File: config.mk
export PLATFORM = sky130hd
export DESIGN_NAME = dda_polygon_outline_rasterizer_top
export DESIGN_NICKNAME = d
export VERILOG_FILES = /design/src/rtl/dpor_pkg.sv /design/src/rtl/dpor_ctrl.sv /design/src/rtl/dpor_dp.sv /design/src/rtl/dda_polygon_outline_rasterizer_top.sv
export VERILOG_INCLUDE_DIRS = /design/src /design/src/rtl
export SDC_FILE = /design/constraint.sdc
export NUM_CORES = 1
export LEC_CHECK = 0
export BUFFER_PORTS_ARGS = -buffer_cell sky130_fd_sc_hd__buf_2
export CORE_ASPECT_RATIO = 2
export CORE_MARGIN = 1
export CORE_UTILIZATION = 42
export CTS_CLUSTER_SIZE = 24
export DETAILED_ROUTE_END_ITERATION = 6
export GPL_TIMING_DRIVEN = 0
export PLACE_DENSITY = 0.67
export SYNTH_ARGS = -nofsm -noshare
export SYNTH_HDL_FRONTEND = slang
export SYNTH_SLANG_ARGS = --single-unit
File: constraint.sdc
create_clock -name aclk -period 5.8 [get_ports aclk]
set_input_delay 0.29 -clock aclk [delete_from_list [all_inputs] [get_ports aclk]]
set_output_delay 0.29 -clock aclk [all_outputs]
set_load 0.1 [all_outputs]
File: src/rtl/assert_macros.svh
// Assertion helpers shared by the rasteriser RTL.
// Both macros take a label, the clock, the active-low reset, a condition and a consequence.
`ifndef ASSERT_MACROS_SVH
`define ASSERT_MACROS_SVH

// The consequence must hold in the same cycle as the condition.
`define ASSERT_IMPLIES(label, clk, rst_n, ante, cons) \
    label: assert property (@(posedge clk) disable iff (!(rst_n)) (ante) |-> (cons)) \
        else $error("same-cycle check failed");

// The consequence must hold in the cycle after the condition.
`define ASSERT_NEXT(label, clk, rst_n, ante, cons) \
    label: assert property (@(posedge clk) disable iff (!(rst_n)) (ante) |=> (cons)) \
        else $error("next-cycle check failed");

`endif

File: src/rtl/dpor_pkg.sv
`timescale 1ns / 1ps
// ----------------------------------------------------------------------------
// dpor_pkg
// Shared codes, constants and the command and status bundles of the rasteriser.
// ----------------------------------------------------------------------------
package dpor_pkg;

    localparam int COLOR_BITS = 24;
    localparam logic [COLOR_BITS-1:0] COLOR_RESET = 24'hFFFFFF;

    // Request kinds.
    localparam logic [1:0] KIND_VERTEX = 2'd0;
    localparam logic [1:0] KIND_CLOSE  = 2'd1;
    localparam logic [1:0] KIND_STEP   = 2'd2;

    // Result status codes.
    localparam logic [1:0] STATUS_ACCEPTED = 2'd0;
    localparam logic [1:0] STATUS_PIXEL    = 2'd1;
    localparam logic [1:0] STATUS_IDLE     = 2'd2;
    localparam logic [1:0] STATUS_REFUSED  = 2'd3;

    typedef struct packed {
        logic       load_out;
        logic [1:0] status;
        logic       seg_last;
        logic       poly_done;
        logic       store_first;
        logic       clear_first;
        logic       store_prev;
        logic       open_seg;
        logic       pixel_step;
        logic       set_closing;
        logic       clear_closing;
        logic       div_step;
    } dp_cmd_t;

    typedef struct packed {
        logic [1:0] kind;
        logic       have_first;
        logic       busy;
        logic       last_step;
        logic       closing;
        logic       seg_zero;
        logic       div_last;
        logic       out_stall;
    } dp_stat_t;

endpackage

File: src/rtl/dpor_ctrl.sv
`timescale 1ns / 1ps
// ----------------------------------------------------------------------------
// dpor_ctrl
// Request decoder and sequencer: accepts requests and runs the increment divider.
// ----------------------------------------------------------------------------
`include "assert_macros.svh"

module dpor_ctrl (
    input  logic               aclk,
    input  logic               aresetn,
    input  logic               s_tvalid,
    output logic               s_tready,
    input  dpor_pkg::dp_stat_t stat,
    output dpor_pkg::dp_cmd_t  cmd
);
    import dpor_pkg::*;

    typedef enum logic [1:0] {
        ST_IDLE = 2'b01,
        ST_DIV  = 2'b10
    } state_t;

    state_t state_reg;
    state_t state_next;
    logic   accept;

    assign s_tready = (state_reg == ST_IDLE) && !stat.out_stall;
    assign accept   = s_tvalid && s_tready;

    always_comb begin
        cmd        = '0;
        cmd.status = STATUS_IDLE;
        state_next = state_reg;
        unique case (state_reg)
            ST_IDLE: begin
                if (accept) begin
                    cmd.load_out = 1'b1;
                    unique case (stat.kind) inside
                        KIND_VERTEX, KIND_CLOSE: begin
                            if (stat.busy) begin
                                cmd.status = STATUS_REFUSED;
                            end else if (stat.kind == KIND_VERTEX) begin
                                cmd.status     = STATUS_ACCEPTED;
                                cmd.store_prev = 1'b1;
                                if (!stat.have_first) begin
                                    cmd.store_first = 1'b1;
                                end else begin
                                    cmd.open_seg = 1'b1;
                                    if (!stat.seg_zero) begin
                                        state_next = ST_DIV;
                                    end
                                end
                            end else if (stat.have_first) begin
                                cmd.status      = STATUS_ACCEPTED;
                                cmd.open_seg    = 1'b1;
                                cmd.clear_first = 1'b1;
                                if (stat.seg_zero) begin
                                    cmd.poly_done     = 1'b1;
                                    cmd.clear_closing = 1'b1;
                                end else begin
                                    cmd.set_closing = 1'b1;
                                    state_next      = ST_DIV;
                                end
                            end
                        end
                        KIND_STEP: begin
                            if (stat.busy) begin
                                cmd.status     = STATUS_PIXEL;
                                cmd.pixel_step = 1'b1;
                                cmd.seg_last   = stat.last_step;
                                cmd.poly_done  = stat.last_step && stat.closing;
                                cmd.clear_closing = stat.last_step;
                            end
                        end
                        default: begin
                            cmd.status = STATUS_IDLE;
                        end
                    endcase
                end
            end
            ST_DIV: begin
                cmd.div_step = 1'b1;
                if (stat.div_last) begin
                    state_next = ST_IDLE;
                end
            end
            default: begin
                state_next = ST_IDLE;
            end
        endcase
    end

    always_ff @(posedge aclk) begin
        if (!aresetn) begin
            state_reg <= ST_IDLE;
        end else begin
            state_reg <= state_next;
        end
    end

    `ASSERT_NEXT(a_open_divides, aclk, aresetn, cmd.open_seg && !stat.seg_zero, state_reg == ST_DIV)

endmodule

File: src/rtl/dpor_dp.sv
`timescale 1ns / 1ps
// ----------------------------------------------------------------------------
// dpor_dp
// Datapath: polygon points, DDA accumulators, increment divider and result register.
// ----------------------------------------------------------------------------
`include "assert_macros.svh"

module dpor_dp #(
    parameter int COORD_BITS = 10,
    parameter int FRAC_BITS  = 16
) (
    input  logic                           aclk,
    input  logic                           aresetn,
    input  dpor_pkg::dp_cmd_t              cmd,
    output dpor_pkg::dp_stat_t             stat,
    input  logic [1:0]                     kind_in,
    input  logic [COORD_BITS-1:0]          vertex_x,
    input  logic [COORD_BITS-1:0]          vertex_y,
    input  logic                           cfg_wr_en,
    input  logic [dpor_pkg::COLOR_BITS-1:0] cfg_wr_data,
    input  logic                           m_tready,
    output logic                           out_valid,
    output logic [1:0]                     out_status,
    output logic [COORD_BITS-1:0]          out_px,
    output logic [COORD_BITS-1:0]          out_py,
    output logic [dpor_pkg::COLOR_BITS-1:0] out_color,
    output logic                           out_last,
    output logic                           out_done
);
    import dpor_pkg::*;

    localparam int C      = COORD_BITS;
    localparam int F      = FRAC_BITS;
    localparam int ACC_W  = C + F + 1;
    localparam int STEP_W = F + 2;
    localparam int Q_W    = F + 1;
    localparam int CNT_W  = $clog2(F + 1);

    logic                  have_first_reg;
    logic [2*C-1:0]        first_reg;
    logic [2*C-1:0]        prev_reg;
    logic [C-1:0]          steps_left_reg;
    logic                  closing_reg;
    logic [COLOR_BITS-1:0] color_reg;
    logic [CNT_W-1:0]      cnt_reg;
    logic                  out_valid_reg;

    logic [ACC_W-1:0]      acc_x_reg, acc_y_reg;
    logic [STEP_W-1:0]     step_x_reg, step_y_reg;
    logic [C:0]            rx_reg, ry_reg;
    logic [Q_W-1:0]        qx_reg, qy_reg;
    logic [C-1:0]          div_reg;
    logic                  neg_x_reg, neg_y_reg;

    logic [1:0]            out_status_reg;
    logic [C-1:0]          out_px_reg, out_py_reg;
    logic [COLOR_BITS-1:0] out_color_reg;
    logic                  out_last_reg, out_done_reg;

    // Segment set-up.
    logic [2*C-1:0] p_in, to_pt;
    logic [C-1:0]   x0, y0, x1, y1;
    logic [C:0]     dx, dy, ndx, ndy;
    logic [C-1:0]   ax, ay, steps;

    assign p_in  = {vertex_y, vertex_x};
    assign to_pt = (kind_in == KIND_CLOSE) ? first_reg : p_in;
    assign x0    = prev_reg[C-1:0];
    assign y0    = prev_reg[2*C-1:C];
    assign x1    = to_pt[C-1:0];
    assign y1    = to_pt[2*C-1:C];
    assign dx    = {1'b0, x1} - {1'b0, x0};
    assign dy    = {1'b0, y1} - {1'b0, y0};
    assign ndx   = -dx;
    assign ndy   = -dy;
    assign ax    = dx[C] ? ndx[C-1:0] : dx[C-1:0];
    assign ay    = dy[C] ? ndy[C-1:0] : dy[C-1:0];
    assign steps = (ax > ay) ? ax : ay;

    // One restoring division step per lane; the remainder always stays below the divisor.
    logic [C+1:0]     diff_x, diff_y;
    logic             ge_x, ge_y;
    logic [C:0]       rem_x, rem_y;
    logic [Q_W-1:0]   qx_next, qy_next;
    logic [STEP_W-1:0] mag_x, mag_y;

    assign diff_x  = {1'b0, rx_reg} - {2'b00, div_reg};
    assign diff_y  = {1'b0, ry_reg} - {2'b00, div_reg};
    assign ge_x    = !diff_x[C+1];
    assign ge_y    = !diff_y[C+1];
    assign rem_x   = ge_x ? diff_x[C:0] : rx_reg;
    assign rem_y   = ge_y ? diff_y[C:0] : ry_reg;
    assign qx_next = {qx_reg[Q_W-2:0], ge_x};
    assign qy_next = {qy_reg[Q_W-2:0], ge_y};
    assign mag_x   = {1'b0, qx_next};
    assign mag_y   = {1'b0, qy_next};

    // Accumulators carry the half-pixel bias, so rounding is a plain field select.
    logic [ACC_W-1:0] acc_x_next, acc_y_next;
    logic [C-1:0]     px, py;

    assign acc_x_next = acc_x_reg + {{(ACC_W-STEP_W){step_x_reg[STEP_W-1]}}, step_x_reg};
    assign acc_y_next = acc_y_reg + {{(ACC_W-STEP_W){step_y_reg[STEP_W-1]}}, step_y_reg};
    assign px = acc_x_next[ACC_W-1] ? '0 : acc_x_next[F+C-1:F];
    assign py = acc_y_next[ACC_W-1] ? '0 : acc_y_next[F+C-1:F];

    always_comb begin
        stat            = '0;
        stat.kind       = kind_in;
        stat.have_first = have_first_reg;
        stat.busy       = (steps_left_reg != '0);
        stat.last_step  = (steps_left_reg == C'(1));
        stat.closing    = closing_reg;
        stat.seg_zero   = (steps == '0);
        stat.div_last   = (cnt_reg == CNT_W'(F));
        stat.out_stall  = out_valid_reg && !m_tready;
    end

    always_ff @(posedge aclk) begin
        if (!aresetn) begin
            have_first_reg <= 1'b0;
            first_reg      <= '0;
            prev_reg       <= '0;
            steps_left_reg <= '0;
            closing_reg    <= 1'b0;
            color_reg      <= COLOR_RESET;
            cnt_reg        <= '0;
            out_valid_reg  <= 1'b0;
        end else begin
            if (cfg_wr_en) begin
                color_reg <= cfg_wr_data;
            end
            if (cmd.store_first) begin
                first_reg      <= p_in;
                have_first_reg <= 1'b1;
            end
            if (cmd.clear_first) begin
                have_first_reg <= 1'b0;
            end
            if (cmd.store_prev) begin
                prev_reg <= p_in;
            end
            if (cmd.open_seg) begin
                steps_left_reg <= steps;
                cnt_reg        <= '0;
            end
            if (cmd.div_step) begin
                cnt_reg <= cnt_reg + CNT_W'(1);
            end
            if (cmd.pixel_step) begin
                steps_left_reg <= steps_left_reg - C'(1);
            end
            if (cmd.set_closing) begin
                closing_reg <= 1'b1;
            end
            if (cmd.clear_closing) begin
                closing_reg <= 1'b0;
            end
            if (cmd.load_out) begin
                out_valid_reg <= 1'b1;
            end else if (m_tready) begin
                out_valid_reg <= 1'b0;
            end
        end
    end

    always_ff @(posedge aclk) begin
        if (cmd.open_seg) begin
            acc_x_reg <= {1'b0, x0, 1'b1, {(F-1){1'b0}}};
            acc_y_reg <= {1'b0, y0, 1'b1, {(F-1){1'b0}}};
            rx_reg    <= {1'b0, ax};
            ry_reg    <= {1'b0, ay};
            div_reg   <= steps;
            neg_x_reg <= dx[C];
            neg_y_reg <= dy[C];
            qx_reg    <= '0;
            qy_reg    <= '0;
        end
        if (cmd.div_step) begin
            rx_reg <= {rem_x[C-1:0], 1'b0};
            ry_reg <= {rem_y[C-1:0], 1'b0};
            qx_reg <= qx_next;
            qy_reg <= qy_next;
            if (stat.div_last) begin
                step_x_reg <= neg_x_reg ? -mag_x : mag_x;
                step_y_reg <= neg_y_reg ? -mag_y : mag_y;
            end
        end
        if (cmd.pixel_step) begin
            acc_x_reg <= acc_x_next;
            acc_y_reg <= acc_y_next;
        end
        if (cmd.load_out) begin
            out_status_reg <= cmd.status;
            out_last_reg   <= cmd.seg_last;
            out_done_reg   <= cmd.poly_done;
            out_px_reg     <= cmd.pixel_step ? px : '0;
            out_py_reg     <= cmd.pixel_step ? py : '0;
            out_color_reg  <= cmd.pixel_step ? color_reg : '0;
        end
    end

    assign out_valid  = out_valid_reg;
    assign out_status = out_status_reg;
    assign out_px     = out_px_reg;
    assign out_py     = out_py_reg;
    assign out_color  = out_color_reg;
    assign out_last   = out_last_reg;
    assign out_done   = out_done_reg;

    `ASSERT_IMPLIES(a_pixel_needs_seg, aclk, aresetn, cmd.pixel_step, steps_left_reg != '0)
    `ASSERT_IMPLIES(a_open_when_free, aclk, aresetn, cmd.open_seg, steps_left_reg == '0)
    `ASSERT_NEXT(a_last_pixel_ends, aclk, aresetn, cmd.pixel_step && stat.last_step, (steps_left_reg == '0) && !closing_reg)

endmodule

File: src/rtl/dda_polygon_outline_rasterizer_top.sv
`timescale 1ns / 1ps
// ----------------------------------------------------------------------------
// dda_polygon_outline_rasterizer_top
// Closed polygon outline drawing with a DDA line generator on stream ports.
// ----------------------------------------------------------------------------
// Every request gives exactly one result. A vertex request adds a corner and,
// from the second corner on, opens a segment from the previous corner; a close
// request opens the segment back to the first corner and clears the polygon.
// Each step request then yields one pixel of the open segment, the start pixel
// being skipped, so a segment of length max(|dx|,|dy|) gives that many pixels
// and ends on its far corner. Step requests may follow one another in
// consecutive cycles while the result channel does not stall. A vertex or
// close request that opens a segment of non-zero length is answered at once,
// but the input then stalls while the restoring divider works out both
// per-step increments, one quotient bit per cycle. No other request starts
// the divider. Results sit in an output register, so a new request may be taken
// in the same cycle as the previous result leaves. The pixel colour register
// may be written at any idle moment and takes effect on the next pixel.
// ----------------------------------------------------------------------------
`include "assert_macros.svh"

module dda_polygon_outline_rasterizer_top #(
    parameter int COORD_BITS = 10,
    parameter int FRAC_BITS  = 16
) (
    input  logic aclk,
    input  logic aresetn,

    // Input request channel.
    input  logic                                s_tvalid,
    output logic                                s_tready,
    // tdata, lowest bit up: vertex_x, vertex_y, zero fill.
    input  logic [((2*COORD_BITS+7)/8)*8-1:0]   s_tdata,
    // tuser, lowest bit up: kind.
    input  logic [1:0]                          s_tuser,

    // Result channel.
    output logic                                m_tvalid,
    input  logic                                m_tready,
    // tdata, lowest bit up: pixel_x, pixel_y, color, zero fill.
    output logic [((2*COORD_BITS+dpor_pkg::COLOR_BITS+7)/8)*8-1:0] m_tdata,
    // tuser, lowest bit up: status, polygon_done.
    output logic [2:0]                          m_tuser,
    // tlast carries segment_last.
    output logic                                m_tlast,

    // Pixel colour register.
    input  logic                                cfg_wr_en,
    input  logic [dpor_pkg::COLOR_BITS-1:0]     cfg_wr_data
);
    import dpor_pkg::*;

    localparam int OUT_W = ((2*COORD_BITS+COLOR_BITS+7)/8)*8;

    dp_cmd_t  cmd;
    dp_stat_t stat;

    logic [1:0]            out_status;
    logic [COORD_BITS-1:0] out_px, out_py;
    logic [COLOR_BITS-1:0] out_color;
    logic                  out_last, out_done;

    // The controller decodes each request and sequences the divider.
    dpor_ctrl u_ctrl (
        .aclk     (aclk),
        .aresetn  (aresetn),
        .s_tvalid (s_tvalid),
        .s_tready (s_tready),
        .stat     (stat),
        .cmd      (cmd)
    );

    // The datapath holds the polygon, the segment state and the result register.
    dpor_dp #(
        .COORD_BITS (COORD_BITS),
        .FRAC_BITS  (FRAC_BITS)
    ) u_dp (
        .aclk        (aclk),
        .aresetn     (aresetn),
        .cmd         (cmd),
        .stat        (stat),
        .kind_in     (s_tuser),
        .vertex_x    (s_tdata[COORD_BITS-1:0]),
        .vertex_y    (s_tdata[2*COORD_BITS-1:COORD_BITS]),
        .cfg_wr_en   (cfg_wr_en),
        .cfg_wr_data (cfg_wr_data),
        .m_tready    (m_tready),
        .out_valid   (m_tvalid),
        .out_status  (out_status),
        .out_px      (out_px),
        .out_py      (out_py),
        .out_color   (out_color),
        .out_last    (out_last),
        .out_done    (out_done)
    );

    assign m_tdata = OUT_W'({out_color, out_py, out_px});
    assign m_tuser = {out_done, out_status};
    assign m_tlast = out_last;

    // A segment-last result always carries the pixel status; polygon completion only ends a segment
    // or answers a close request.
    `ASSERT_IMPLIES(a_last_is_pixel, aclk, aresetn, m_tvalid && m_tlast, out_status == STATUS_PIXEL)
    `ASSERT_IMPLIES(a_done_placed, aclk, aresetn, m_tvalid && out_done, m_tlast || (out_status == STATUS_ACCEPTED))

endmodule
==> summary.txt <==
Post-synth EDFFs - 202
Via density - 5.52
Clock Latency Late Sink - 0.56 ns
Vias - 12.9k
Final WS setup - 0.101 ns
First-pass GRT wire length - 66,600 µm
Worst VDD drop - 0.375 mV
Post-Place Cells - 2,249
CP max FO - 10
Die Height - 283 µm
Max Cap Viol - 0
Nets - 1,970
Simple-gate area share of the yosys netlist - 14.9%
Pre-CTS WS - -1.35 ns
CTS tree - built
Num CTS Buffers - 26
Row Count - 102
Status - finished, final reports clean
Slowest cell on the critical path - a2111o_1
Final Setup Violations - 0
Distinct cells, synth - 83
PortBufs - 98
Final WL - 43,400 µm
Startpoint Class - input pin
Yosys warnings - 0
Max Clock Skew - 0.0279 ns
Async SR Flop Fraction - 0%
Yosys reg bits - 288
Antenna-violating nets left - 0
Sinks on Clock Net - 288
Element type at the critical path end - flip-flop
Vias in the first global route - 12.9k
DRT iter0 DRCs - 717
Final Hold Viols - 0
Core Area - 38,800 µm²
Main combinational cell family by area after synthesis - compound AO/OA/AOI/OAI gates
Clock-pin slew on the worst setup and hold paths - 0.07 ns
Synth Flop Type - edfxtp_1
Clk Tree Root Cell - clkbuf_16
Post-Synth Adder-Cell Area - 9.04%
Post-Synth XOR/XNOR Area - 6.08%
DRC Markers - 0
CP Cell Sequence - clkbuf_4 > nor2b_1 > buf_4 > mux2_2 > ha_1 > nor2b_1 > o21a_1 > o41a_1 > o41a_1 > buf_2 > a21oi_1 > xor2_4 > ha_1 > and3_1 > a211o_1 > a21oi_2 > a21o_1 > nand3_1 > o32a_1 > a2111o_1 > o311a_1
Worst relative slew slack - 4.66%
Layout cell share with drive strength beyond 1 - 12.4%
IO Pins - 109
Req. time, crit path - 6.23 ns
Peak Freq - 0.175 GHz
Layout Cells excl Fill - 2,339
WL per Instance - 18.6 µm
Number of fill cells - 3,526
Commonest non-fill, non-tap cell in the layout - edfxtp_1
Mean Syn Cell Area - 10.2 µm²
Post-synthesis compound-gate area fraction - 15.0%
Period utilisation layout - 98.3%
Synthesized cell area - 16,600 µm²
Overall Power - 0.00966 W
DRT Pass-1 Iters - 5
DIE WIDTH - 142 µm
Seq/Total Area, Yosys - 47.0%
Crit path DAT - 6.13 ns
Lkg Pwr - 7.46 nW
Setup slack, reg-to-reg - 0.25 ns
All-Layer GR Usage - 21.5%
Layout area overhead - 16.2%
Highest-count cells in the layout ignoring fill and taps - edfxtp_1 (202), nand2_1 (177), a21oi_1 (111), nor2_1 (110), ha_1 (110)
Setup CP Type - in2reg
GP Congestion - 0.900
Worst slew pin tran - 1.43 ns
Clk buf depth - 3
Die area - 40,300 µm²
Slew Viols, Final - 0
Antenna Cells - 0
DP HPWL - 33,600 µm
H-Tree Depth - 1
Fin crit period - 5.70 ns
Multiplexer share of the synthesized area - 4.57%
Pwr per Cell Area - 502 nW/µm²
Design Area, Final - 19,200 µm²
Dpl cell area - 17,800 µm²
HP Class - in2reg
Largest net degree at the start of global routing - 46
Cells after synthesis - 1,624
Initial antenna violation count - 0
Grt total ovfl - 0
Initial core utilization - 42.7%
Final core utilization - 49.6%
Crit-path max cell delay - 0.54 ns
[where the power goes]
group	internal [W]	switching (W)
Clock	0.00103	0.000777
Combinational	0.00164	0.00327
Sequential	0.00275	0.000188
[cells in the mapped netlist (7+ instances only)]
cell,number,area (µm²)
nand3_1,25,125
a211oi_1,15,113
nand4_1,7,43.8
nand2b_1,16,100
mux2i_1,52,521
mux2_2,21,236
xnor2_1,72,631
inv_1,78,293
xor2_1,43,377
a21o_1,32,240
clkbuf_1,49,184
a31oi_1,11,68.8
and2_1,60,375
or3_1,11,68.8
nor2b_1,20,125
nor2_1,111,417
o31ai_1,15,113
nor3_1,34,170
o21a_1,17,128
o41ai_1,7,61.3
or2_2,7,43.8
o21ai_0,73,365
dfxtp_1,86,1720
ha_1,110,1380
nor3b_1,10,75.1
o22ai_1,16,100
a21oi_1,114,571
nand2_1,178,668
edfxtp_1,202,6070
or4_1,10,75.1
[kinds of logic (layout without fill, tap and decap cells)]
| group | Yosys count | after routing |
|---|---|---|
| AOI/OAI and AO/OA | 376 | 376 |
| xor gates and xnor gates | 115 | 115 |
| adders and majority gates | 116 | 116 |
| buffers and inverters | 144 | 336 |
| DFF | 288 | 288 |
| muxes | 73 | 73 |
| other | 1 | 4 |
| and+or+nand+nor | 511 | 511 |
[stage by stage]
step	hold slack (ns)	TNS [ns]
4_1_cts	0.000212	0
5_1_grt	0.0228	-0.116
6_report	0.0191	0
2_1_floorplan	0.418	0
3_3_place_gp	0.439	-17.79
3_5_place_dp	0.446	-17.95
[layer usage]
metal	share of wire, %	vias up	routed length [µm]	global-route usage [%]
li1	-	6215	-	-
met1	34	6157	14700	20.0
met2	55	383	23900	43.0
met3	3.7	145	1600	1.89
met4	7.4	0	3200	15.2
met5	0	-	0	0
[worst max-delay path: cells and delay by family]
kind	cells	cell delay, ns
mux	1	0.39
simple gates	4	0.71
xor+xnor	1	0.31
fa+ha+maj	2	0.66
buf+inv	3	0.62
compound gates	10	3.13
[area by class of cell]
type | instances | area, µm² | share of cell area (%)
Sequential cell | 288 | 7790 | 40.5
Clock inverter | 17 | 198 | 1.03
Clock buffer | 31 | 691 | 3.59
Multi-Input combinational cell | 1195 | 8350 | 43.4
Tap cell | 520 | 651 | 3.38
Timing Repair Buffer | 144 | 986 | 5.12
Inverter | 81 | 304 | 1.58
Buffer | 63 | 277 | 1.44
[timing repair]
action                                 4_1_cts  5_1_grt
buffers inserted                             0        2
gates resized for setup                      9       24
endpoints found under the hold margin       52        0
setup endpoints to repair                   16        5
pin swaps                                    0        3
hold buffers                                40        0
[path summary, 6_finish.rpt]
check,cells after the start,endpoint,start
max reg2reg,18,u_ctrl.state_reg[1]$_SDFFE_PN0P_,u_dp.first_reg[12]$_SDFFE_PN0P_
min,3,u_dp.prev_reg[7]$_SDFFE_PN0P_,s_tdata[7]
min reg2reg,2,u_dp.prev_reg[17]$_SDFFE_PN0P_,u_dp.prev_reg[17]$_SDFFE_PN0P_
max,21,u_ctrl.state_reg[1]$_SDFFE_PN0P_,s_tuser[0]
(Power assumes the default switching activity.)
